[src/rtl/stpd_pkg.sv]
// Package for the socket table port demultiplexer: request codes, constants,
// slot record type and controller state type. No dependencies.
package stpd_pkg;

  localparam int SLOT_COUNT_DEF = 16;
  localparam int RING_DEPTH_DEF = 8;

  localparam logic [2:0] REQ_ALLOC   = 3'd0;
  localparam logic [2:0] REQ_FREE    = 3'd1;
  localparam logic [2:0] REQ_LOOKUP  = 3'd2;
  localparam logic [2:0] REQ_BIND    = 3'd3;
  localparam logic [2:0] REQ_DELIVER = 3'd4;
  localparam logic [2:0] REQ_COUNT   = 3'd5;

  localparam logic [3:0] KIND_DGRAM    = 4'd2;
  localparam logic [1:0] STATE_CREATED = 2'd1;
  localparam logic [15:0] LEN_CLIP     = 16'd512;

  localparam int IN_W  = 112;
  localparam int OUT_W = 56;

  typedef struct packed {
    logic [7:0]  domain;
    logic [3:0]  kind;
    logic [7:0]  protocol;
    logic [1:0]  status;
    logic [15:0] port;
    logic [6:0]  fill;
    logic [5:0]  tail;
  } slot_rec_t;

  typedef enum logic [2:0] {
    ST_IDLE,
    ST_READ,
    ST_EXEC,
    ST_SCAN,
    ST_OUT
  } ctl_state_t;

endpackage

[src/rtl/socket_table_port_demux_core.sv]
// Top level of the socket table port demultiplexer: slot record memory,
// used-bit register file, datagram header ring memory and request sequencer.
// Depends on stpd_pkg.
//
// Allocate, free, lookup and bind pass through the read, execute and output steps;
// count and deliver pass through the read, scan and output steps. Deliver scans one
// slot per cycle and stops at the first match or the last slot. One request is in
// flight at a time, and the next input beat can be taken in the cycle after the result beat is accepted.
// The slot record memory's single read port sets the deliver scan rate. Synchronous
// active-low reset clears the used bits and the control state; no clearing pass exists.
module socket_table_port_demux_core #(
  parameter int SLOT_COUNT = stpd_pkg::SLOT_COUNT_DEF,
  parameter int RING_DEPTH = stpd_pkg::RING_DEPTH_DEF
) (
  input  logic                     clk,
  input  logic                     rst_n,
  input  logic                     in_tvalid,
  output logic                     in_tready,
  // req_type[2:0], fd[10:3], domain[18:11], sock_kind[22:19], protocol[30:23],
  // port[46:31], src_ip[78:47], sender_port[94:79], length[110:95], zero pad
  input  logic [stpd_pkg::IN_W-1:0] in_tdata,
  output logic                     out_tvalid,
  input  logic                     out_tready,
  // status[0], fd_out[5:1], active_count[10:6], entry_domain[18:11],
  // entry_kind[22:19], entry_protocol[30:23], entry_status[32:31],
  // entry_port[48:33], entry_queued[52:49], zero pad
  output logic [stpd_pkg::OUT_W-1:0] out_tdata
);
  import stpd_pkg::*;

  localparam int SW = (SLOT_COUNT > 1) ? $clog2(SLOT_COUNT) : 1;
  localparam int RW = (RING_DEPTH > 1) ? $clog2(RING_DEPTH) : 1;
  localparam int QD = SLOT_COUNT * RING_DEPTH;
  localparam int QW = (QD > 1) ? $clog2(QD) : 1;

  // Held request fields.
  logic [2:0]  req_r;
  logic [7:0]  fd_r, dom_r, prot_r;
  logic [3:0]  kind_r;
  logic [15:0] port_r, sport_r, len_r;
  logic [31:0] sip_r;

  ctl_state_t  st_r, st_nxt;
  logic [SLOT_COUNT-1:0] used_r;
  logic [SW-1:0] idx_r;          // slot being read or scanned
  logic [OUT_W-1:0] res_r;

  // Slot record memory, one read and one write port, registered read.
  slot_rec_t rec_mem [SLOT_COUNT];
  slot_rec_t rd_r;
  logic      we;
  logic [SW-1:0] wa;
  slot_rec_t wd;
  logic [SW-1:0] ra;

  // Header rings; only written, never read by any request.
  logic [57:0] q_mem [QD];
  logic        qwe;
  logic [QW-1:0] qwa;
  logic [57:0] qwd;

  always_ff @(posedge clk) begin
    if (we) rec_mem[wa] <= wd;
    rd_r <= rec_mem[ra];
    if (qwe) q_mem[qwa] <= qwd;
  end

  logic fd_ok;
  assign fd_ok = (fd_r != 8'd0) && ({24'd0, fd_r} <= 32'(SLOT_COUNT));

  logic last;
  assign last = ({{(32-SW){1'b0}}, idx_r} == 32'(SLOT_COUNT - 1));

  // Match of the record read last cycle (slot idx_r) for deliver.
  logic dmatch;
  assign dmatch = used_r[idx_r] && rd_r.kind == KIND_DGRAM && rd_r.port == port_r
                  && {25'd0, rd_r.fill} < 32'(RING_DEPTH);

  logic [SW-1:0] free_idx;
  logic          free_any;
  always_comb begin
    free_idx = '0;
    free_any = 1'b0;
    for (int i = SLOT_COUNT - 1; i >= 0; i--) begin
      if (!used_r[i]) begin
        free_idx = SW'(i);
        free_any = 1'b1;
      end
    end
  end

  // Next state.
  always_comb begin
    st_nxt = st_r;
    case (st_r)
      ST_IDLE: if (in_tvalid) st_nxt = ST_READ;
      ST_READ: st_nxt = (req_r == REQ_DELIVER || req_r == REQ_COUNT) ? ST_SCAN : ST_EXEC;
      ST_EXEC: st_nxt = ST_OUT;
      ST_SCAN: begin
        if (req_r == REQ_COUNT || last || dmatch) st_nxt = ST_OUT;
      end
      ST_OUT:  if (out_tready) st_nxt = ST_IDLE;
      default: st_nxt = ST_IDLE;
    endcase
  end

  // Memory controls.
  slot_rec_t upd;
  always_comb begin
    in_tready = (st_r == ST_IDLE);
    out_tvalid = (st_r == ST_OUT);
    out_tdata = res_r;
    ra = idx_r;
    if (st_r == ST_SCAN && !last) ra = idx_r + 1'b1;
    we = 1'b0;
    wa = idx_r;
    wd = rd_r;
    upd = rd_r;
    qwe = 1'b0;
    qwa = QW'({{(32-SW){1'b0}}, idx_r} * RING_DEPTH + {26'd0, rd_r.tail});
    qwd = {sip_r, sport_r, (len_r > LEN_CLIP) ? LEN_CLIP[9:0] : len_r[9:0]};
    upd.port = port_r;
    if (st_r == ST_EXEC && req_r == REQ_ALLOC) begin
      we = free_any;
      wa = free_idx;
      wd = '{domain: dom_r, kind: kind_r, protocol: prot_r, status: STATE_CREATED,
             port: 16'd0, fill: 7'd0, tail: 6'd0};
    end
    if (st_r == ST_EXEC && req_r == REQ_BIND && fd_ok && used_r[idx_r]) begin
      we = 1'b1;
      wd = upd;
    end
    if (st_r == ST_SCAN && req_r == REQ_DELIVER && dmatch) begin
      we = 1'b1;
      qwe = 1'b1;
      wd = rd_r;
      wd.fill = rd_r.fill + 7'd1;
      wd.tail = ({26'd0, rd_r.tail} == 32'(RING_DEPTH - 1)) ? 6'd0 : rd_r.tail + 6'd1;
    end
  end

  always_ff @(posedge clk) begin
    if (!rst_n) begin
      st_r <= ST_IDLE;
      used_r <= '0;
      idx_r <= '0;
    end else begin
      st_r <= st_nxt;
      case (st_r)
        ST_IDLE: begin
          if (in_tvalid) begin
            req_r <= in_tdata[2:0];
            fd_r <= in_tdata[10:3];
            dom_r <= in_tdata[18:11];
            kind_r <= in_tdata[22:19];
            prot_r <= in_tdata[30:23];
            port_r <= in_tdata[46:31];
            sip_r <= in_tdata[78:47];
            sport_r <= in_tdata[94:79];
            len_r <= in_tdata[110:95];
            idx_r <= (in_tdata[2:0] == REQ_DELIVER || in_tdata[2:0] == REQ_COUNT)
                     ? '0 : SW'(in_tdata[10:3] - 8'd1);
          end
        end
        ST_READ: begin
          res_r <= OUT_W'(1);
        end
        ST_EXEC: begin
          case (req_r)
            REQ_ALLOC: if (free_any) begin
              used_r[free_idx] <= 1'b1;
              res_r <= OUT_W'({5'(free_idx) + 5'd1, 1'b0});
            end
            REQ_FREE: if (fd_ok && used_r[idx_r]) begin
              used_r[idx_r] <= 1'b0;
              res_r <= OUT_W'(0);
            end
            REQ_LOOKUP: if (fd_ok && used_r[idx_r]) begin
              res_r <= OUT_W'({rd_r.fill[3:0], rd_r.port, rd_r.status, rd_r.protocol,
                               rd_r.kind, rd_r.domain, 5'd0, 5'd0, 1'b0});
            end
            REQ_BIND: if (fd_ok && used_r[idx_r]) res_r <= OUT_W'(0);
            default: res_r <= OUT_W'(1);
          endcase
        end
        ST_SCAN: begin
          if (req_r == REQ_COUNT) begin
            res_r <= OUT_W'({5'($countones(used_r)), 5'd0, 1'b0});
          end else if (dmatch) begin
            res_r <= OUT_W'({5'(idx_r) + 5'd1, 1'b0});
          end else if (!last) begin
            idx_r <= idx_r + 1'b1;
          end
        end
        default: ;
      endcase
    end
  end

  // The result is never offered while a request is still being taken.
  a_excl: assert property (@(posedge clk) disable iff (!rst_n)
    !(in_tready && out_tvalid)) else $error("input and output both open");
  // A successful allocate marks exactly one more slot used.
  a_alloc: assert property (@(posedge clk) disable iff (!rst_n)
    (st_r == ST_EXEC && req_r == REQ_ALLOC && free_any) |=>
    $countones(used_r) == $countones($past(used_r)) + 1) else $error("alloc count");
  // A result beat follows only from the execute or scan step.
  a_out: assert property (@(posedge clk) disable iff (!rst_n)
    $rose(out_tvalid) |-> ($past(st_r) == ST_EXEC || $past(st_r) == ST_SCAN))
    else $error("bad result entry");

endmodule
[config.mk]
export PLATFORM = sky130hd
export DESIGN_NAME = socket_table_port_demux_core
export DESIGN_NICKNAME = d
export VERILOG_FILES = /design/src/rtl/stpd_pkg.sv /design/src/rtl/socket_table_port_demux_core.sv
export SDC_FILE = /design/constraint.sdc
export NUM_CORES = 1
export LEC_CHECK = 0
export BUFFER_PORTS_ARGS = -buffer_cell sky130_fd_sc_hd__buf_2
export CAP_MARGIN = 20
export CORE_UTILIZATION = 35
export DETAILED_ROUTE_END_ITERATION = 10
export GPL_TIMING_DRIVEN = 0
export SLEW_MARGIN = 20
export SYNTH_ARGS = -nofsm -noshare
export SYNTH_HDL_FRONTEND = slang
export SYNTH_SLANG_ARGS = --single-unit
[constraint.sdc]
create_clock -name clk -period 6.2 [get_ports clk]
set_input_delay 0.62 -clock clk [delete_from_list [all_inputs] [get_ports clk]]
set_output_delay 0.62 -clock clk [all_outputs]
set_load 0.005 [all_outputs]
# ---- After elaboration in Yosys (flattened, before gate mapping)
# Memories as Yosys holds them, arrays and structs flattened. A register that Yosys moved wholly into a read port is not among the register bits.
# Index checks and enable logic that the tools add are counted.
dict set report op_classes {
  reduce_logical 31
  n_addsub 21
  muxes 70
  order_cmp 6
  bitwise_logic 3
  eq_ne 27
}
# operator n
set ops {}
lappend ops {{one-hot mux 56 bit (3 select lines)} 2}
lappend ops {{two-way mux 56 bit} 5}
lappend ops {{two-way mux 51 bit} 3}
lappend ops {{two-way mux 4 bit} 23}
lappend ops {{two-way mux 16 bit} 2}
lappend ops {{one-hot mux 16 bit (2 select lines)} 1}
lappend ops {{two-way mux 1 bit} 25}
lappend ops {{adder 1 x 1 -> 2 bit} 8}
lappend ops {{bitwise AND 16 bit} 1}
lappend ops {{== test 16 bit} 1}
lappend ops {{NOT 16 bit} 1}
lappend ops {{bitwise OR 16 bit} 1}
lappend ops {{== test 3 bit, second input constant} 5}
lappend ops {{one-hot mux 3 bit (5 select lines)} 1}
lappend ops {{logical AND 1 bit} 14}
lappend ops {{inequality test 2 bit, second input constant} 7}
lappend ops {{adder 2 x 2 -> 3 bit} 4}
lappend ops {{== test 3 x 2 -> 1 bit, second input constant} 4}
lappend ops {{adder 4 x 1 -> 5 bit, second input constant} 2}
lappend ops {{< comparator 4 x 5 -> 1 bit, second input constant} 2}
lappend ops {{two-way mux 3 bit} 3}
lappend ops {{adder 3 x 3 -> 4 bit} 2}
lappend ops {{demux 1 bit (select 4 bit)} 2}
lappend ops {{greater-or-equal comparator 4 x 1 -> 1 bit, second input constant} 2}
lappend ops {{other kinds (28)} 37}
dict set report totals {
  ram_bits 816
  out_inout_bits 58
  inputBits 116
  regBits 126
  n_memories 1
}
# name words word_bits read_ports rd_clocked_by_memory_dff write_ports line
set memory_table {}
lappend memory_table {rec_mem 16 51 1 1 1 socket_table_port_demux_core.sv:49} ;# slot_rec_t rec_mem [SLOT_COUNT];

# ---- Depth between registers and ports, before layout
# Gate-level depths: netlist of run 1.
dict set report depth {
  word_depth 23
  ltp_mapped 13
  ltp_nobuf 13
}

# ---- Least setup slack after synthesis of run 1
# OpenSTA, ideal clock, no wires.
dict set report synth_timing {
  kind {register -> register}
  startpoint {reg req_r[2]}
  endpoint {mem rec_mem[9][10] in the netlist's numbering, enable pin}
  period_less_slack_ns 5.437
  t_arrival_ns 4.933
  required_ns 5.697
  path_stages_with_launch 8
  slack_ns 0.763
  cell_sequence {edfxtp_1 > nor4b_4 > nand3_1 > or3_1 > a21boi_0 > o21ai_1 > a32oi_1 > nor3_1}
}
dict set report synth_between {
  elab_chain_len 8
  elab_cells_between_ends 15
  classes_between {2 x eq/ne; 6 x mux; 7 x reduce/logical}
}
# item line
set synth_rtl {}
lappend synth_rtl {{start: declaration} socket_table_port_demux_core.sv:37} ;# logic [2:0] req_r;
lappend synth_rtl {{start signal: assignment} socket_table_port_demux_core.sv:152} ;# req_r <= in_tdata[2:0];
lappend synth_rtl {{== test 3 x 2 -> 1 bit} socket_table_port_demux_core.sv:129} ;# if (st_r == ST_EXEC && req_r == REQ_BIND && fd_ok && used_r[idx_r]) begin
lappend synth_rtl {{logical AND 1 bit (3 in a row)} socket_table_port_demux_core.sv:129}
lappend synth_rtl {{two-way mux 1 bit} socket_table_port_demux_core.sv:129}
lappend synth_rtl {{two-way mux 1 bit} socket_table_port_demux_core.sv:133} ;# if (st_r == ST_SCAN && req_r == REQ_DELIVER && dmatch) begin
lappend synth_rtl {{two-way mux 1 bit} socket_table_port_demux_core.sv:63} ;# if (we) rec_mem[wa] <= wd;
lappend synth_rtl {{two-way mux 1 bit (implied by the code)} socket_table_port_demux_core.sv:63}
lappend synth_rtl {{end: declaration} socket_table_port_demux_core.sv:49}
# Parallel ways exist; a longest one is shown, timed or not.

# ---- Worst setup path in the final report of run 1
dict set report layout_timing {
  startpoint {reg, netlist name rd_r[41]}
  endpoint {mem rec_mem[9][24] in the netlist's numbering, enable pin}
}
dict set report layout_between {
  elab_chain_len 8
}
# item line
set layout_rtl {}
lappend layout_rtl {{== test 4 x 2 -> 1 bit} socket_table_port_demux_core.sv:76} ;# assign dmatch = used_r[idx_r] && rd_r.kind == KIND_DGRAM && rd_r.port == port_r
lappend layout_rtl {{logical AND 1 bit (2 in a row)} socket_table_port_demux_core.sv:76}
lappend layout_rtl {{logical AND 1 bit} socket_table_port_demux_core.sv:77} ;# && {25'd0, rd_r.fill} < 32'(RING_DEPTH);
lappend layout_rtl {{logical AND 1 bit} socket_table_port_demux_core.sv:133}
lappend layout_rtl {{two-way mux 1 bit} socket_table_port_demux_core.sv:133}
lappend layout_rtl {{two-way mux 1 bit} socket_table_port_demux_core.sv:63}
lappend layout_rtl {{two-way mux 1 bit (implied by the code)} socket_table_port_demux_core.sv:63}
# Every way passes these cells.

==> flow_metrics.env, run 1 <==
export IMPL_nNetsFinal=2368
export IMPL_ioPinCount=174
export IMPL_cp_slowest_cell="nor4_1"
export IMPL_hold_viol=0
export IMPL_postCtsSetupRepairBufs=0
export IMPL_cts_tree="yes"
export IMPL_dp_cells=3433
export IMPL_cts_buffers=89
export IMPL_cp_max_fo=8
export IMPL_core_area_um2=100000
export IMPL_fin_area_um2=41400
export IMPL_first_pass_iters=7
export IMPL_worstPathArrival_ns=5.13
export IMPL_grt_pass1_vias=19500
export IMPL_clkLatencyLatePin_ns=0.66
export IMPL_die_h_um=320
export IMPL_ys_warn_count=0
export IMPL_skew_ns=0.0301
export IMPL_crit_type="reg -> reg"
export IMPL_critPathBufInv=3
export IMPL_seq_area_frac_synth_pct=73.6
export IMPL_worstPathRequired_ns=6.56
export IMPL_avgSynthCellArea_um2=17.9
export IMPL_port_buffers=105
export IMPL_p_leak_nw=15.5
export IMPL_synth_seq_cells=888
export IMPL_syn_inst=1970
export IMPL_ctsHtreeMaxLevel=3
export IMPL_grt_max_degree=34
export IMPL_viasPerCell=5.30
export IMPL_grt_overflow_total=0
export IMPL_area_growth_pct=17.2
export IMPL_multi_input_area_um2=8780
export IMPL_drtAntennaViolNets=0
export IMPL_place_detailed_hpwl_um=62100
export IMPL_grt_pass1_wl_um=133000
export IMPL_endpoint_kind="flop"
export IMPL_drt_wl_total_um=92200
export IMPL_start_util_pct=35.3
export IMPL_vias=19100
export IMPL_seqCellArea_um2=26000
export IMPL_synth_cell_area_um2=35300
export IMPL_worstSetupStartpointType="flop"
export IMPL_max_freq_mhz=210
export IMPL_synth_ff_type="edfxtp_1"
export IMPL_synth_distinct_cells=71
export IMPL_peakVddDrop_mv=0.202
export IMPL_track_usage_pct=17.9
export IMPL_timing_final_crit_share_pct=76.9
export IMPL_rsz0062_at_grt="no"
export IMPL_post_drt_wl_per_cell_um=25.6
export IMPL_clock_root_buffer="clkbuf_16"
export IMPL_holdWs_ns=0.140
export IMPL_final_cell_mix="820 x edfxtp_1, 312 x mux2i_1, 142 x buf_2"
export IMPL_dpl_cell_area_um2=38500
export IMPL_slew_violations=0
export IMPL_p_per_area_nw_per_um2=334
export IMPL_cp_common_cell="buf_4"
export IMPL_cts_resized=0
export IMPL_antenna_found_initial=6
export IMPL_fill_cells=8802
export IMPL_critical_path_top_delay_family="simple AND/OR/NAND/NOR gates"
export IMPL_gp_congestion=0.860
export IMPL_diodes=0
export IMPL_drive_gt1_share_pct=21.2
export IMPL_final_util_pct=41.4
export IMPL_drv_cap=0
export IMPL_synth_top_cell_by_area="edfxtp_1"
export IMPL_cts_sinks=888
export IMPL_die_area_um2=102000
export IMPL_outcome="finished, final reports clean"
export IMPL_synth_async_reset_ratio_pct=0
export IMPL_clkTransAtPathRegs_ns=0.06
export IMPL_ctsHoldBuffers=0
export IMPL_rows=116
export IMPL_die_x_um=320
export IMPL_layout_commonest_cell="edfxtp_1"
export IMPL_setup_viol=0
export IMPL_tightest_slew_ns=1.07
export IMPL_min_period_ns=4.77
export IMPL_path_cells="nor4_1 -> nand2_1 -> nor4_1 -> a21boi_0 -> o21ai_1 -> a32oi_1 -> nor3_2 -> buf_4 -> buf_4 -> buf_4"
export IMPL_slew_headroom_pct=27.9
export IMPL_synth_edf_count=820
export IMPL_synth_area_top_cells="edfxtp_1 70%, mux2i_1 8.9%, mux4_2 6.0%, dfxtp_1 3.9%, nand2_1 1.3%"
export IMPL_slowest_delay_ns=0.95
export IMPL_drt_iter0_markers=2020
export IMPL_clockBufferDepth=3
export IMPL_drcViolationCount=0
export IMPL_min_path_type="in -> reg"
export IMPL_stdcell_count=3598
export IMPL_netlist_area_leader_share_pct=69.7
-- worst paths after layout --
kind                     from  cells after the start  slack (ns)                       end
min reg2reg  rd_r[33]$_DFF_P_                      1        0.54   out_tdata[25]$_DFFE_PP_
max          rd_r[41]$_DFF_P_                     10        1.43  rec_mem[9][24]$_DFFE_PP_
max reg2reg  rd_r[41]$_DFF_P_                     10        1.43  rec_mem[9][24]$_DFFE_PP_
min              in_tdata[44]                      1        0.14      port_r[13]$_DFFE_PP_
-- per-stage QoR --
| step | power (W) | TNS (ns) | worst slack, ns |
|---|---|---|---|
| finish | 0.0138 | 0 | 1.43 |
| global route | 0.0142 | 0 | 1.48 |
| CTS | 0.0139 | 0 | 1.71 |
| detailed placement | 0.00853 | 0 | 1.76 |
| global placement | 0.00847 | -2047.78 | -4.88 |
| floorplan | 0.00801 | 0 | 0.763 |
-- flip-flops by register name, summed over array words and instances, names as in the netlist, 4 cells and up --
signal     count
fd_r           8
used_r        16
out_tdata     53
dom_r          8
idx_r          4
kind_r         4
prot_r         8
rec_mem      720
port_r        16
rd_r          45
-- cells in the mapped netlist (14+ instances only) --
library cell and count:
xnor2_1 22, edfxtp_1 820, mux2i_1 313, o21ai_1 46
dfxtp_1 68, nor2_1 40, o21ai_0 27, buf_4 24
nand2_1 125, mux4_2 94, inv_1 30, and2_1 55
nor3_1 14, nand3_1 15, ha_1 15, clkbuf_1 29
a22oi_1 45, buf_2 37
-- where the power goes --
| group | switching [W] | internal (W) |
|---|---|---|
| logic | 0.000921 | 0.000467 |
| registers | 0.0000897 | 0.00694 |
| clock network | 0.00226 | 0.00314 |
-- routing by layer --
| metal | vias up | global-route usage [%] | wire length [µm] |
|---|---|---|---|
| li1 | 8256 | - | - |
| met1 | 9912 | 24.8 | 40200 |
| met2 | 789 | 28.6 | 43100 |
| met3 | 119 | 3.83 | 7280 |
| met4 | 0 | 4.34 | 1690 |
| met5 | - | 0 | 0 |
-- final cells by class --
class	instances	area share [%]
flip-flops and latches	888	62.8
multi-input cells	952	21.2
clock buffers	119	5.88
well taps	1298	3.92
repair buffers	164	3.35
plain buffers	102	1.39
clock inverters	45	1.16
inverters	30	0.272
-- kinds of logic after synthesis --
logic type,Yosys count,synth area share [%]
buffers and inverters,132,1.94
and+or+nand+nor,299,4.22
xor gates and xnor gates,27,0.691
other,1,0.0106
DFF,888,73.6
adders and majority gates,25,1.10
AOI/OAI and AO/OA,190,3.53
muxes,408,14.9
Power figures use the tool's default switching activity.
==> run 2, diff against run 1 <==
Clock period 6.2 ns to 4.3 ns, I/O delays scaled along.
==> run 2 against run 1 <==
Count of clock-buffer cells in the layout unchanged. Worst setup slack got worse by 1.3 ns. Final area increased by 1.2%. Largest power group unchanged.
==> flow_metrics.env, run 2 (synthesis results as in run 1) <==
export IMPL_clkLatencyLatePin_ns=0.66
export IMPL_cp_slowest_cell="nor4_2"
export IMPL_clkTransAtPathRegs_ns=0.06
export IMPL_min_path_type="in -> reg"
export IMPL_track_usage_pct=18.0
export IMPL_clockBufferDepth=3
export IMPL_area_growth_pct=18.6
export IMPL_drive_gt1_share_pct=20.9
export IMPL_drtAntennaViolNets=0
export IMPL_worstSetupStartpointType="flop"
export IMPL_peakVddDrop_mv=0.291
export IMPL_die_x_um=320
export IMPL_slew_headroom_pct=28.5
export IMPL_drcViolationCount=0
export IMPL_drt_iter0_markers=2036
export IMPL_pre_cts_slack_ns=-0.138
export IMPL_grt_pass1_wl_um=134000
export IMPL_dp_cells=3433
export IMPL_slowest_delay_ns=0.64
export IMPL_cts_sinks=888
export IMPL_setup_viol=0
export IMPL_antenna_found_initial=3
export IMPL_endpoint_kind="flop"
export IMPL_post_drt_wl_per_cell_um=25.3
export IMPL_clock_root_buffer="clkbuf_16"
export IMPL_min_period_ns=4.20
export IMPL_cp_common_cell="buf_12"
export IMPL_drv_cap=0
export IMPL_largest_reg_flops=720
export IMPL_drt_wl_total_um=92200
export IMPL_outcome="finished, final reports clean"
export IMPL_grt_pass1_vias=19700
export IMPL_fin_area_um2=41900
export IMPL_vias=19200
export IMPL_tightest_slew_ns=1.07
export IMPL_core_area_um2=100000
export IMPL_viasPerCell=5.27
export IMPL_diodes=0
export IMPL_ctsHtreeMaxLevel=3
export IMPL_start_util_pct=35.3
export IMPL_largest_register="rec_mem"
export IMPL_worstPathRequired_ns=4.65
export IMPL_p_per_area_nw_per_um2=476
export IMPL_grt_overflow_total=0
export IMPL_max_freq_mhz=238
export IMPL_ioPinCount=174
export IMPL_cts_tree="yes"
export IMPL_port_buffers=105
export IMPL_dpl_cell_area_um2=38500
export IMPL_crit_type="reg -> reg"
export IMPL_stdcell_count=3645
export IMPL_first_pass_iters=6
export IMPL_final_cell_mix="820 x edfxtp_1, 312 x mux2i_1, 142 x buf_2"
export IMPL_path_cells="nor4_2 -> nand2_1 -> nor4_1 -> a21boi_0 -> o32ai_1 -> nand2b_1 -> nor2_4 -> buf_12 -> buf_12"
export IMPL_p_leak_nw=15.7
export IMPL_place_detailed_hpwl_um=62100
export IMPL_timing_final_crit_share_pct=97.8
export IMPL_cts_buffers=89
export IMPL_rsz0062_at_grt="no"
export IMPL_die_area_um2=102000
export IMPL_die_h_um=320
export IMPL_fin_ws_ns=0.0963
export IMPL_slew_violations=0
export IMPL_postCtsSetupRepairBufs=0
export IMPL_p_total_w=0.0199
export IMPL_cp_max_fo=17
export IMPL_gp_congestion=0.860
export IMPL_rows=116
export IMPL_critical_path_top_delay_family="simple AND/OR/NAND/NOR gates"
export IMPL_hold_viol=0
export IMPL_critPathBufInv=2
export IMPL_grt_max_degree=34
export IMPL_layout_commonest_cell="edfxtp_1"
export IMPL_skew_ns=0.0285
export IMPL_final_util_pct=41.9
export IMPL_nNetsFinal=2415
export IMPL_worstPathArrival_ns=4.55
==> run 2: area by class of cell <==
type	instances	area, µm²
fillers	8772	58100
flip-flops and latches	888	26000
multi-input cells	952	8790
clock buffers	119	2430
repair buffers	211	1860
well taps	1298	1620
plain buffers	102	577
clock inverters	45	482
inverters	30	113
==> run 2: metal layers <==
layer / wire length [µm] / share of wire [%] / track usage [%]
met5: 0 / 0 / 0
met4: 1820 / 2.0 / 4.47
met1: 40800 / 44 / 25.3
met2: 43100 / 47 / 28.7
met3: 6470 / 7.0 / 3.19
==> run 2: repair_timing <==
action | in CTS | in global routing
endpoints found under the hold margin | 47 | 0
setup endpoints to repair | 34 | 34
resized for setup | 2 | 3
hold buffers | 47 | 0
cloned | 0 | 0
pin swaps | 0 | 1
==> run 2: power by group <==
part | total, W | switching [W] | internal (W) | leakage [nW]
clock | 0.00777 | 0.00325 | 0.00452 | 1.43
sequential | 0.0101 | 0.000128 | 0.0100 | 8.02
combinational | 0.00203 | 0.00133 | 0.000702 | 6.24
total | 0.0199 | 0.00470 | 0.0152 | 15.7
==> run 2: per-stage QoR <==
step           setup TNS, ns  hold WS, ns
2_1_floorplan        -202.01        0.497
3_3_place_gp        -3520.22        0.525
3_5_place_dp          -0.938        0.533
4_1_cts                    0      0.00513
5_1_grt                    0       0.0262
6_report                   0       0.0314
==> run 2: worst reg2reg max path, cell delays in order (launching register included) <==
cell and delay [ns]:
dfxtp_1 0.40, nor4_2 0.64, nand2_1 0.20, nor4_1 0.49
a21boi_0 0.30, o32ai_1 0.41, nand2b_1 0.33, nor2_4 0.63
buf_12 0.28, buf_12 0.22
==> run 2: final timing paths <==
check / cells past startpoint / slack [ns] / startpoint / end
setup / recovery: 9 / 0.1 / rd_r[41]$_DFF_P_ / rec_mem[13][18]$_DFFE_PP_
setup reg to reg: 9 / 0.1 / rd_r[41]$_DFF_P_ / rec_mem[13][18]$_DFFE_PP_
hold reg to reg: 1 / 0.54 / rd_r[32]$_DFF_P_ / out_tdata[24]$_DFFE_PP_
hold / removal: 1 / 0.03 / in_tdata[3] / fd_r[0]$_DFFE_PP_
==> run 3, diff against run 2 <==
Settings changed: CTS_BUF_LIST from default to sky130_fd_sc_hd__clkbuf_8 sky130_fd_sc_hd__clkbuf_16.
==> run 3 against run 2 <==
Global-route usage is essentially flat. Critical path depth is the same. Flip-flop and latch count is the same. Sequential share of layout area is essentially flat. First-iteration DRC count shrank 0.54%. Cell count is essentially flat. Clock skew grew 0.0017 ns. Fmax grew 0.72%. Sequential power is essentially flat. Combinational power is essentially flat. Power shrank 0.15%. Largest cell class unchanged.
==> flow_metrics.env, run 3 (synthesis results as in run 1) <==
export IMPL_endpoint_kind="flop"
export IMPL_p_sw_share_pct=23.7
export IMPL_slew_violations=0
export IMPL_grt_pass1_wl_um=134000
export IMPL_ioPinCount=174
export IMPL_drt_wl_total_um=92400
export IMPL_cts_tree="yes"
export IMPL_grt_pass1_vias=19700
export IMPL_skew_ns=0.0302
export IMPL_cp_slowest_cell="nor2_4"
export IMPL_area_growth_pct=18.6
export IMPL_ctsHtreeMaxLevel=3
export IMPL_p_per_area_nw_per_um2=475
export IMPL_drcViolationCount=0
export IMPL_cp_max_fo=17
export IMPL_track_usage_pct=18.0
export IMPL_crit_type="reg -> reg"
export IMPL_grt_overflow_total=0
export IMPL_grt_max_degree=34
export IMPL_die_x_um=320
export IMPL_p_comb_share_pct=10.2
export IMPL_outcome="finished, final reports clean"
export IMPL_fill_cells=8773
export IMPL_cts_sinks=888
export IMPL_min_period_ns=4.17
export IMPL_vias=19200
export IMPL_p_total_w=0.0199
export IMPL_max_freq_mhz=240
export IMPL_p_leak_nw=15.8
export IMPL_largest_reg_flops=720
export IMPL_largest_register="rec_mem"
export IMPL_final_util_pct=41.9
export IMPL_drt_iter0_markers=2025
export IMPL_die_area_um2=102000
export IMPL_min_path_type="in -> reg"
export IMPL_drive_gt1_share_pct=20.9
export IMPL_final_cell_mix="820 x edfxtp_1, 312 x mux2i_1, 142 x buf_2"
export IMPL_worstPathRequired_ns=4.65
export IMPL_tightest_slew_ns=1.06
export IMPL_clkTransAtPathRegs_ns=0.06
export IMPL_slowest_delay_ns=0.63
export IMPL_switching_power_w=0.00472
export IMPL_setup_tns_final_ns=0
export IMPL_rows=116
export IMPL_clkLatencyLatePin_ns=0.66
export IMPL_postCtsSetupRepairBufs=0
export IMPL_drv_cap=0
export IMPL_worstSetupStartpointType="flop"
export IMPL_die_h_um=320
export IMPL_core_area_um2=100000
export IMPL_clockBufferDepth=3
export IMPL_gp_congestion=0.860
export IMPL_slew_headroom_pct=28.8
export IMPL_nNetsFinal=2415
export IMPL_cp_common_cell="buf_12"
export IMPL_hold_viol=0
export IMPL_drtAntennaViolNets=0
export IMPL_pwr_share_clk_pct=38.8
export IMPL_peakVddDrop_mv=0.291
export IMPL_timing_final_crit_share_pct=97.1
export IMPL_post_drt_wl_per_cell_um=25.3
export IMPL_worstPathArrival_ns=4.52
export IMPL_viasPerCell=5.27
export IMPL_start_util_pct=35.3
export IMPL_setup_viol=0
export IMPL_cts_buffers=89
export IMPL_p_int_w=0.0152
export IMPL_rsz0062_at_grt="no"
export IMPL_port_buffers=105
export IMPL_first_pass_iters=7
export IMPL_clock_root_buffer="clkbuf_16"
export IMPL_layout_commonest_cell="edfxtp_1"
export IMPL_path_cells="nor4_2 -> nand2_1 -> nor4_1 -> a21boi_0 -> o32ai_1 -> nand2b_1 -> nor2_4 -> buf_12 -> buf_12"
export IMPL_antenna_found_initial=3
export IMPL_p_seq_share_pct=50.9
export IMPL_place_detailed_hpwl_um=62100
## run 3: power groups by stage
| stage | clock [W] | sequential, W | combinational, W |
|---|---|---|---|
| global route | 0.00816 | 0.0102 | 0.00218 |
| detailed placement | 0 | 0.0103 | 0.00198 |
| CTS | 0.00784 | 0.0101 | 0.00203 |
| global placement | 0 | 0.0103 | 0.00188 |
| floorplan | 0 | 0.0103 | 0.00129 |
| finish | 0.00773 | 0.0101 | 0.00203 |
## run 3: through the flow
step	hold slack [ns]	instance area, µm²	worst slack (ns)	std cells
global route	0.0262	41900	0.0132	3645
floorplan	0.497	35300	-1.14	1972
detailed placement	0.533	38500	-0.138	3433
CTS	0.00513	41800	0.131	3644
finish	0.0296	41900	0.126	3646
global placement	0.525	37500	-6.78	3375
## run 3: final timing paths
path	slack, ns	endpoint	start	depth (start not counted)
setup / recovery	0.13	rec_mem[13][23]$_DFFE_PP_	rd_r[41]$_DFF_P_	9
hold / removal	0.03	fd_r[0]$_DFFE_PP_	in_tdata[3]	1
hold reg to reg	0.54	out_tdata[24]$_DFFE_PP_	rd_r[32]$_DFF_P_	1
setup reg to reg	0.13	rec_mem[13][23]$_DFFE_PP_	rd_r[41]$_DFF_P_	9
## run 3: metal layers
metal | vias up | global-route usage (%) | part of all wire (%)
li1 | 8355 | - | -
met1 | 9978 | 25.3 | 44
met2 | 747 | 28.7 | 47
met3 | 135 | 3.19 | 7.0
met4 | 0 | 4.47 | 2.0
met5 | - | 0 | 0
## run 3: repair_timing
action | 4_1_cts | 5_1_grt
setup endpoints to repair | 34 | 34
pin swaps | 0 | 1
hold buffers | 47 | 0
gates resized for setup | 2 | 3
endpoints found under the hold margin | 47 | 0
gates cloned | 0 | 0
## run 3: critical path: cells and delay by family (launching register included)
family	cells	cell delay (ns)
AND/OR/NAND/NOR	5	2.23
buffers and inverters	2	0.48
flip-flops	1	0.41
AO/OA/AOI/OAI	2	0.73
## run 3: final cells by class
cell class	instances	area (µm²)	area share [%]
timing repair buffer	211	1860	4.44
clock inverter	67	564	1.35
tap	1298	1620	3.88
antenna	1	2.50	0.00598
buffer	102	577	1.38
multi-input combinational	952	8790	21.0
sequential	888	26000	62.1
clock buffer	97	2350	5.61
inverter	30	113	0.269
